## config.mk

```make
export PLATFORM = sky130hd
export DESIGN_NAME = tfn_ram
export DESIGN_NICKNAME = d
export VERILOG_FILES = /design/src/rtl/tfn_ram.sv
export SDC_FILE = /design/constraint.sdc
export NUM_CORES = 1
export LEC_CHECK = 0
export BUFFER_PORTS_ARGS = -buffer_cell sky130_fd_sc_hd__buf_4
export CORE_MARGIN = 2
export CORE_UTILIZATION = 65
export DETAILED_ROUTE_END_ITERATION = 10
export GPL_TIMING_DRIVEN = 0
export PLACE_DENSITY = 0.8
export SLEW_MARGIN = 25
export SYNTH_ARGS = -nofsm -noshare
export SYNTH_HDL_FRONTEND = slang
export SYNTH_SLANG_ARGS = --single-unit
```

## constraint.sdc

```tcl
create_clock -name clock -period 3.1 [get_ports clock]
set_input_delay 0.62 -clock clock [delete_from_list [all_inputs] [get_ports clock]]
set_output_delay 0.62 -clock clock [all_outputs]
set_load 0.02 [all_outputs]
```

## src/rtl/tfn_ram.sv

```systemverilog
// ----------------------------------------------------------------------------
// tfn_ram
// Generic simple dual-port RAM, one write port, one registered read port.
// ----------------------------------------------------------------------------
module tfn_ram #(
   parameter int WIDTH = 8,
   parameter int DEPTH = 16,
   parameter int ABITS = (DEPTH > 1) ? $clog2(DEPTH) : 1
) (
   input  logic             clock,
   input  logic             wr_en,
   input  logic [ABITS-1:0] wr_addr,
   input  logic [WIDTH-1:0] wr_data,
   input  logic [ABITS-1:0] rd_addr,
   output logic [WIDTH-1:0] rd_data
);

   logic [WIDTH-1:0] mem_ff [DEPTH];
   logic [WIDTH-1:0] rd_data_ff;

   always_ff @(posedge clock) begin
      if (wr_en) begin
         mem_ff[wr_addr] <= wr_data;
      end
      rd_data_ff <= mem_ff[rd_addr];
   end

   assign rd_data = rd_data_ff;

endmodule

```

Yosys cells after proc, flatten, opt, wreduce, memory -nomap -nowiden
Memories as Yosys holds them, arrays and structs flattened. A register that Yosys moved wholly into a read port is not among the register bits.
Cells that the tools add are included.
Word-level totals
  logic and storage cells: 3
  memories kept: 1
  memory bits (read-only): 0
  input bits: 18
  memory bits (writable): 128
  flip-flop bits (word level): 0
  bits in latches: 0
Cells by class
  div/mod/pow operators: 0
  order comparisons: 0
  reductions and logical operators: 0
  shift-type cells: 0
  bitwise gates (word level): 0
  $add $sub $neg: 0
  multiplexer cells: 2
  eq/ne operators: 0
  multipliers: 0
Memories
  mem_ff: depth 16, width 8, rd ports 1, clocked after Yosys merged registers in 1, write ports 1, RTL line 18  | logic [WIDTH-1:0] mem_ff [DEPTH];
Operator list (number)
  2-to-1 mux 1 bit: 2

Depth between registers and ports, before layout
Gate-level depths: netlist (run 1).
  depth after elaboration: 2
  depth in mapped cells: 5
  gate-level depth less buffers: 3

Worst setup path before layout (run 1)
OpenSTA, ideal clock, no wires.
  path type: input to register
  start point: in wr_addr[2]
  end point: mem mem_ff[0][0], enable pin
  library setup time: 0.383 ns
  data arrival time: 1.730 ns
  setup slack: 0.987 ns
  data required time: 2.717 ns
  stages on the path: 2
  path through: or3b_2 -> nor3_1
RTL lines
  start, declared: RTL line 12  | input logic [ABITS-1:0] wr_addr,
  end, declared: RTL line 18
No word-level cell before the write port.

Worst setup path after layout (run 1)
  start point: in wr_addr[2]
  end point: mem mem_ff[3][6], enable pin
No word-level cell before the write port.

==> impl_summary.txt, run 1 <==
----------------------------------------------------
[Floorplanning]
  Horizontal extent of the die ... around 93 um
  Area of the die ... 8650 um2
  Starting density of the core ... 67.0%
  Top-level port count ... 26
  Row Count ... 32
  Floorplan die height ... 93.0 um
  Placeable core region ... 7690 um2

[Timing]
  Fin Hold WS ... 0.420 ns
  Final hold viol count ... 0
  Maximum operating frequency ... 587 MHz
  Worst-Margin Slew ... 0.818 ns
  Period utilisation layout ... 55.0%
  Setup tns final ... 0 ns
  Final WS setup ... 1.40 ns
  Final number of setup-violating endpoints ... 0
  Final max-slew violation count ... 0
  Relative slew slack ... 45.3%
  Maximum clock skew at final layout ... 0.00717 ns
  Unrepaired setup endpoints after global routing ... no
  Clock period minus worst slack ... 1.70 ns

[Global routing]
  Number of global-route vias before repair ... 2473
  Antenna violations before repair ... 0
  First-pass GRT wire length ... ~15 mm
  Sum of overflow across all layers after global routing ... 0
  Total GRT Usage ... 26.4%
  Maximum number of pins on one net before global-route repair ... 17

[CTS]
  Number of gates given a new drive strength after cts ... 0
  CTS Hold Buffers Added ... 0
  Number of H-tree branching levels ... 4
  Maximum buffer depth of the clock tree ... 2
  Total number of clock tree sinks ... 136
  Setup fix buffers added after clock tree synthesis ... 0
  Worst-Skew Late Latency ... 0.52 ns
  Cell at the root of the clock tree ... clkbuf_8
  Number of CTS-inserted buffers ... 17
  CTS tree ... built
  Clock slew seen by the registers of the worst setup and hold paths ... ~0.06 ns

[Worst setup path]
  Family with the most delay on the worst path ... simple AND/OR/NAND/NOR gates
  Ordered list of cells on the worst path ... buf_4 > or3b_2 > nor2_1
  Worst Path Required ... between 3 and 4 ns
  Worst setup SP type ... primary input
  Cell at the slowest stage of the critical path ... nor2_1
  R2R cell count ... 3
  Data arrival time of the critical path ... about 1.9 ns
  Slowest cell delay on critical path ... ~0.60 ns
  CP bufs+invs ... 1
  Critical path type ... primary input to flop
  Largest fanout of any net on the critical path ... 8
  Endpoint of the worst-slack reg-to-reg timing path ... rd_data[1]$_DFF_P_
  Endpoint type of the worst setup path ... flop
  Startpoint of the lowest-slack register-to-register path ... mem_ff[3][1]$_DFFE_PP_
  Worst-case register-to-register setup slack ... 1.61 ns

[Cells and area]
  Area overhead of the layout relative to synthesis ... 17.1%
  Final Instance Area ... 6030 um2
  Fraction of layout instances using a drive strength above 1 ... 31.2%
  Layout Nets ... 290
  Number of antenna cells inserted ... 0
  Final design utilization ... 78.4%

[Pwr]
  Total power density per cell area ... 687 nW/um2
  Worst vdd rail ir drop ... 0.429 mV
  P_leak ... around 2 nW

[Synthesis]
  Part of the Yosys area used for sequential elements ... 77.8%
  Number of warning messages in the yosys log ... 0
  Most repeated cell in the gate-level netlist after synthesis ... edfxtp_1
  Commonest cells in the synthesized netlist ... edfxtp_1, mux4_2, a22oi_1
  Synth area leaders ... edfxtp_1, mux4_2, mux4_1, dfxtp_1, a22oi_1
  Net count of the mapped netlist ... around 250
  Number of distinct library cells after synthesis ... 19
  Share of flip-flops with an asynchronous set or reset ... 0%
  Share of Yosys cell area claimed by the top area cell type ... 74.7%
  Post-Syn Instances ... 229
  Post-synthesis cell area ... 5150 um2
  Cell taking the most area after synthesis ... edfxtp_1
  Prevailing post-synth register cell ... edfxtp_1
  Mean instance size in the synthesized netlist ... 22.5 um2
  Synthesized flop and latch total ... 136
  Post-synth EDFFs ... 128

[Placed design]
  Worst-case setup slack after placement ... between 0.8 and 0.9 ns
  Post-DP HPWL ... 5.97 mm
  Cell area after placement ... 5480 um2
  # port buffers ... 24
  Last weighted congestion value of the routability-driven placer ... approximately 0.81

[Flow run]
  Max-cap violations ... 0

[Hold path]
  Path class of the lowest-slack min-delay path ... primary input to flop
  Hold Path Origin ... wr_data[5]
  Worst hold path endpoint ... mem_ff[3][5]$_DFFE_PP_
  Worst hold path cell count ... 1

[Detailed routing]
  Post-route DRC ... 0
  Routed via count divided by cell count ... 6.61
  Routed wire length ... approximately 10 mm
  Vias ... 2558
  Pre-Repair DR Iteration Count ... 5
  ANT nets after route ... 0
  Initial DRC Count ... 402
  Detailed-route wire length per cell ... 27.0 um

[Status]
  Status ... completed

----------------------------------------------------
-- placed cells by master, fill, tap and decap left out, types with 4 or more instances in the layout --
cell        Yosys  layout
clkbuf_16       0      16
edfxtp_1      128     128
mux4_2         18      18
clkinvlp_4      0       6
nand2_1         9       9
dfxtp_1         8       8
a22oi_1        16      16
nor3_2          0       4
buf_4           1      25
mux4_1         14      14
nor2_1         13      13
-- worst reg2reg max path, cell delays in order, from the launching register on --
cell	delay (ns)
edfxtp_1	0.39
mux4_1	0.53
a22oi_1	0.36
nand2_1	0.10
-- cell families after synthesis --
logic type / synth area share, %
AOI/OAI and AO/OA: 2.33
muxes: 15.0
DFF: 77.8
and+or+nand+nor: 3.18
buffers and inverters: 1.68
-- power breakdown --
group | switching [mW] | leakage (nW) | internal (mW) | total (mW)
registers | 0.0122 | 1.22 | 2.06 | 2.07
logic | 0.132 | 0.539 | 0.0949 | 0.227
clock network | 0.761 | 0.256 | 1.09 | 1.85
total | 0.904 | 2.02 | 3.24 | 4.14
-- layer usage --
| metal | up-vias | wire length (um) | track usage [%] |
|---|---|---|---|
| met4 | 0 | 209 | 10.7 |
| met5 | - | 0 | 0 |
| met1 | 1308 | 4000 | 38.0 |
| met2 | 169 | 5250 | 40.4 |
| li1 | 1059 | - | - |
| met3 | 22 | 972 | 6.20 |
-- stage by stage --
| stage | power (mW) | instances |
|---|---|---|
| global route | 4.25 | 387 |
| CTS | 4.15 | 387 |
| detailed placement | 2.33 | 355 |
| floorplan | 2.22 | 229 |
| global placement | 2.31 | 355 |
| finish | 4.14 | 387 |
-- state kept, by name, indices dropped and copies added, names as in the netlist --
name / count
rd_data: 8
mem_ff: 128
-- how the worst max path moves through the flow --
stage,start,to,slack [ns],depth (start not counted)
floorplan,wr_addr[2],mem_ff[0][0]$_DFFE_PP_,0.99,2
global placement,wr_addr[2],mem_ff[0][0]$_DFFE_PP_,0.47,3
detailed placement,wr_addr[2],mem_ff[3][0]$_DFFE_PP_,0.86,3
CTS,wr_addr[2],mem_ff[2][2]$_DFFE_PP_,1.39,3
global route,wr_addr[2],mem_ff[3][2]$_DFFE_PP_,1.32,3
finish,wr_addr[2],mem_ff[3][6]$_DFFE_PP_,1.40,3
-- area by class of cell --
| class | count | area [um2] |
|---|---|---|
| well taps | 102 | 128 |
| flip-flops and latches | 136 | 4000 |
| clock buffers | 18 | 428 |
| multi-input cells | 83 | 1080 |
| clock inverters | 14 | 125 |
| fillers | 394 | 1660 |
| plain buffers | 10 | 86.3 |
| repair buffers | 24 | 180 |
Note: power is estimated with default switching activity, not from simulation.
==> run 2, diff against run 1 <==
CORE_UTILIZATION = 60   (was 65)
PLACE_DENSITY = 0.74   (was 0.8)
clock period = 1.7 ns   (was 3.1 ns; I/O delays follow)
==> run 2 against run 1 <==
Effect of this change: first-iteration DRC count shrank 24%; critical path depth is the same; total power is 99% higher; hold slack got worse by 0.27 ns; critical path type unchanged; global-route usage shrank 3.7 points; highest routed layer unchanged; die area rose by 8.0%; clock power is 120% higher; count of clock-buffer cells in the layout rose by 1; non-clock buffer count unchanged; largest cell class unchanged; combinational power grew 78%; critical endpoint is now mem_ff[2][4]$_DFFE_PP_.
==> impl_summary.txt, run 2 (same netlist as run 1, synthesis figures left out) <==
----------------------------------------------------
[Detailed routing]
  Routed wire length ... 9.95 mm (-4.7%)
  Routed via count divided by cell count ... 6.38 (-3.5%)
  Vias ... 2480 (-3.0%)
  ANT nets after route ... 0 (unchanged)
  Initial DRC Count ... 307 (-24%)
  Pre-Repair DR Iteration Count ... 5 (unchanged)
  Post-route DRC ... 0 (unchanged)
  Detailed-route wire length per cell ... 25.6 um (-5.2%)

[Worst setup path]
  Cell at the slowest stage of the critical path ... nor2_1
  Endpoint of the worst-slack reg-to-reg timing path ... rd_data[0]$_DFF_P_
  Ordered list of cells on the worst path ... buf_4 > or3b_2 > nor2_1
  Family with the most delay on the worst path ... simple AND/OR/NAND/NOR gates
  Worst-case register-to-register setup slack ... 0.23 ns (-1.38 ns)
  Worst setup SP type ... primary input
  CP bufs+invs ... 1 (unchanged)
  Data arrival time of the critical path ... 1.64 ns (-0.21 ns)
  CP Launch Point ... wr_addr[2]
  Endpoint type of the worst setup path ... flop
  Critical path depth ... 3 (unchanged)
  Critical path type ... primary input to flop
  Worst Path Required ... 1.83 ns (-1.42 ns)
  Largest fanout of any net on the critical path ... 8 (unchanged)
  Slowest cell delay on critical path ... 0.64 ns (+0.04 ns)
  R2R cell count ... 3 (unchanged)
  Critical path destination ... mem_ff[2][4]$_DFFE_PP_
  Startpoint of the lowest-slack register-to-register path ... mem_ff[5][0]$_DFFE_PP_

[Floorplanning]
  Area of the die ... 9340 um2 (+8.0%)
  Starting density of the core ... 62.3% (-4.6 points)
  Horizontal extent of the die ... 96.6 um (+3.9%)
  Top-level port count ... 26 (unchanged)
  Placeable core region ... 8260 um2 (+7.4%)
  Floorplan die height ... 96.6 um (+3.9%)
  Row Count ... 33 (+3.1%)

[Cells and area]
  Footprint of the multi-input gates ... 1080 um2 (unchanged)
  Register with the most flip-flops ... mem_ff
  Most common cell after layout, fill and taps aside ... edfxtp_1
  Cell Count, Final, Fillers Out ... 389 (+0.52%)
  Final design utilization ... 74.4% (-4.0 points)
  Total area of sequential cells ... 4000 um2 (unchanged)
  Area overhead of the layout relative to synthesis ... 19.3%
  Number of fill cells in the layout ... 452 (+15%)
  Fraction of layout instances using a drive strength above 1 ... 31.0% (-0.24 points)
  Max reg flops ... 128 (unchanged)
  Layout Nets ... 290 (unchanged)
  Most used cells in the layout excluding fill and tap cells ... edfxtp_1, buf_4, mux4_2, a22oi_1, clkbuf_16
  Number of antenna cells inserted ... 0 (unchanged)

[Pwr]
  Switching fraction of total power ... 19.0% (-2.8 points)
  Clock network fraction of design power ... 49.3% (+4.7 points)
  P_leak ... 2.08 nW (+3.0%)
  Overall power of the completed layout ... 8.24 mW (+99%)
  Worst vdd rail ir drop ... 0.976 mV (+130%)
  Switch Pwr ... 1.57 mW (+73%)
  Logic gate share of total power ... 4.9% (-0.6 points)
  Total power density per cell area ... 1340 nW/um2 (+95%)
  Cell internal pwr ... 6.67 mW (+110%)
  Part of the power in registers ... 45.8% (-4.1 points)

[CTS]
  Total number of clock tree sinks ... 136 (unchanged)
  Number of gates given a new drive strength after cts ... 0 (unchanged)
  Number of CTS-inserted buffers ... 17 (unchanged)
  Number of H-tree branching levels ... 4 (unchanged)
  CTS tree ... built
  Setup fix buffers added after clock tree synthesis ... 0 (unchanged)
  Clock slew seen by the registers of the worst setup and hold paths ... 0.06 ns (about the same)
  CTS Hold Buffers Added ... 0 (unchanged)
  Worst-Skew Late Latency ... 0.50 ns (-0.02 ns)
  Maximum buffer depth of the clock tree ... 2 (unchanged)
  Cell at the root of the clock tree ... clkbuf_8

[Placed design]
  Post-DP HPWL ... 6.01 mm (+0.59%)
  Cell Count Post-Placement ... 358 (+0.85%)
  Worst-case setup slack after placement ... -0.303 ns (-1.16 ns)
  # port buffers ... 24 (unchanged)
  Last weighted congestion value of the routability-driven placer ... 0.724 (-10%)

[Status]
  Status ... completed

[Global routing]
  Number of global-route vias before repair ... 2482 (+0.36%)
  Antenna violations before repair ... 0 (unchanged)
  Maximum number of pins on one net before global-route repair ... 17 (unchanged)
  First-pass GRT wire length ... 15.1 mm (-0.50%)
  Sum of overflow across all layers after global routing ... 0 (unchanged)
  Total GRT Usage ... 22.7% (-3.7 points)

[Timing]
  Final number of setup-violating endpoints ... 0 (unchanged)
  Maximum operating frequency ... around 660 MHz
  Final max-slew violation count ... 0 (unchanged)
  Relative slew slack ... 46.2% (+0.92 points)
  Worst-Margin Slew ... 0.804 ns (-0.0138 ns)
  Fin Hold WS ... 0.155 ns (-0.265 ns)
  Period utilisation layout ... 89.2%
  Clock period minus worst slack ... between 1.5 and 2 ns
  Final WS setup ... 0.184 ns (-1.21 ns)
  Maximum clock skew at final layout ... 0.00388 ns (-0.00329 ns)
  Final hold viol count ... 0 (unchanged)
  Unrepaired setup endpoints after global routing ... no

[Flow run]
  Max-cap violations ... 0 (unchanged)

[Hold path]
  Path class of the lowest-slack min-delay path ... primary input to flop
  Hold Path Origin ... wr_data[6]

----------------------------------------------------
## run 2: cell types whose count changed in the layout (fill, tap and decap cells not counted)
cell        change
clkinvlp_4      -3
clkinv_2        -1
bufinv_16       +5
inv_6           -2
clkinv_4        -1
clkbuf_8        +1
## run 2: worst min-delay path by stage
stage	to	slack (ns)	cells after the start
floorplan	mem_ff[0][0]$_DFFE_PP_	0.44	0
global placement	rd_data[1]$_DFF_P_	0.65	3
detailed placement	mem_ff[7][6]$_DFFE_PP_	0.67	1
CTS	mem_ff[7][6]$_DFFE_PP_	0.14	1
global route	mem_ff[0][1]$_DFFE_PP_	0.16	1
finish	mem_ff[7][6]$_DFFE_PP_	0.15	1
## run 2: area by class of cell
| cell class | count | share of cell area (%) |
|---|---|---|
| Buffer | 10 | 1.41 |
| Timing Repair Buffer | 24 | 2.93 |
| Multi-Input combinational cell | 83 | 17.5 |
| Clock inverter | 12 | 3.61 |
| Clock buffer | 19 | 7.19 |
| Sequential cell | 136 | 65.2 |
| Tap cell | 105 | 2.14 |
## run 2: through the flow
stage / setup TNS [ns] / area [um2]
3_3_place_gp: -17.59 / 5460
6_report: 0 / 6140
2_1_floorplan: 0 / 5150
4_1_cts: 0 / 6140
5_1_grt: 0 / 6140
3_5_place_dp: -12.47 / 5480
## run 2: power by group through the flow
stage / clock, mW / combinational, mW / sequential (mW)
2_1_floorplan: 0 / 0.191 / 3.86
3_3_place_gp: 0 / 0.391 / 3.83
3_5_place_dp: 0 / 0.406 / 3.84
4_1_cts: 4.08 / 0.410 / 3.77
5_1_grt: 4.25 / 0.431 / 3.78
6_report: 4.06 / 0.405 / 3.77
## run 2: layer usage
metal | part of all wire, % | track usage [%] | wire (um)
met1 | 43 | 33.4 | 4280
met2 | 49 | 34.4 | 4870
met3 | 6.4 | 5.71 | 633
met4 | 1.7 | 7.15 | 166
met5 | 0 | 0 | 0
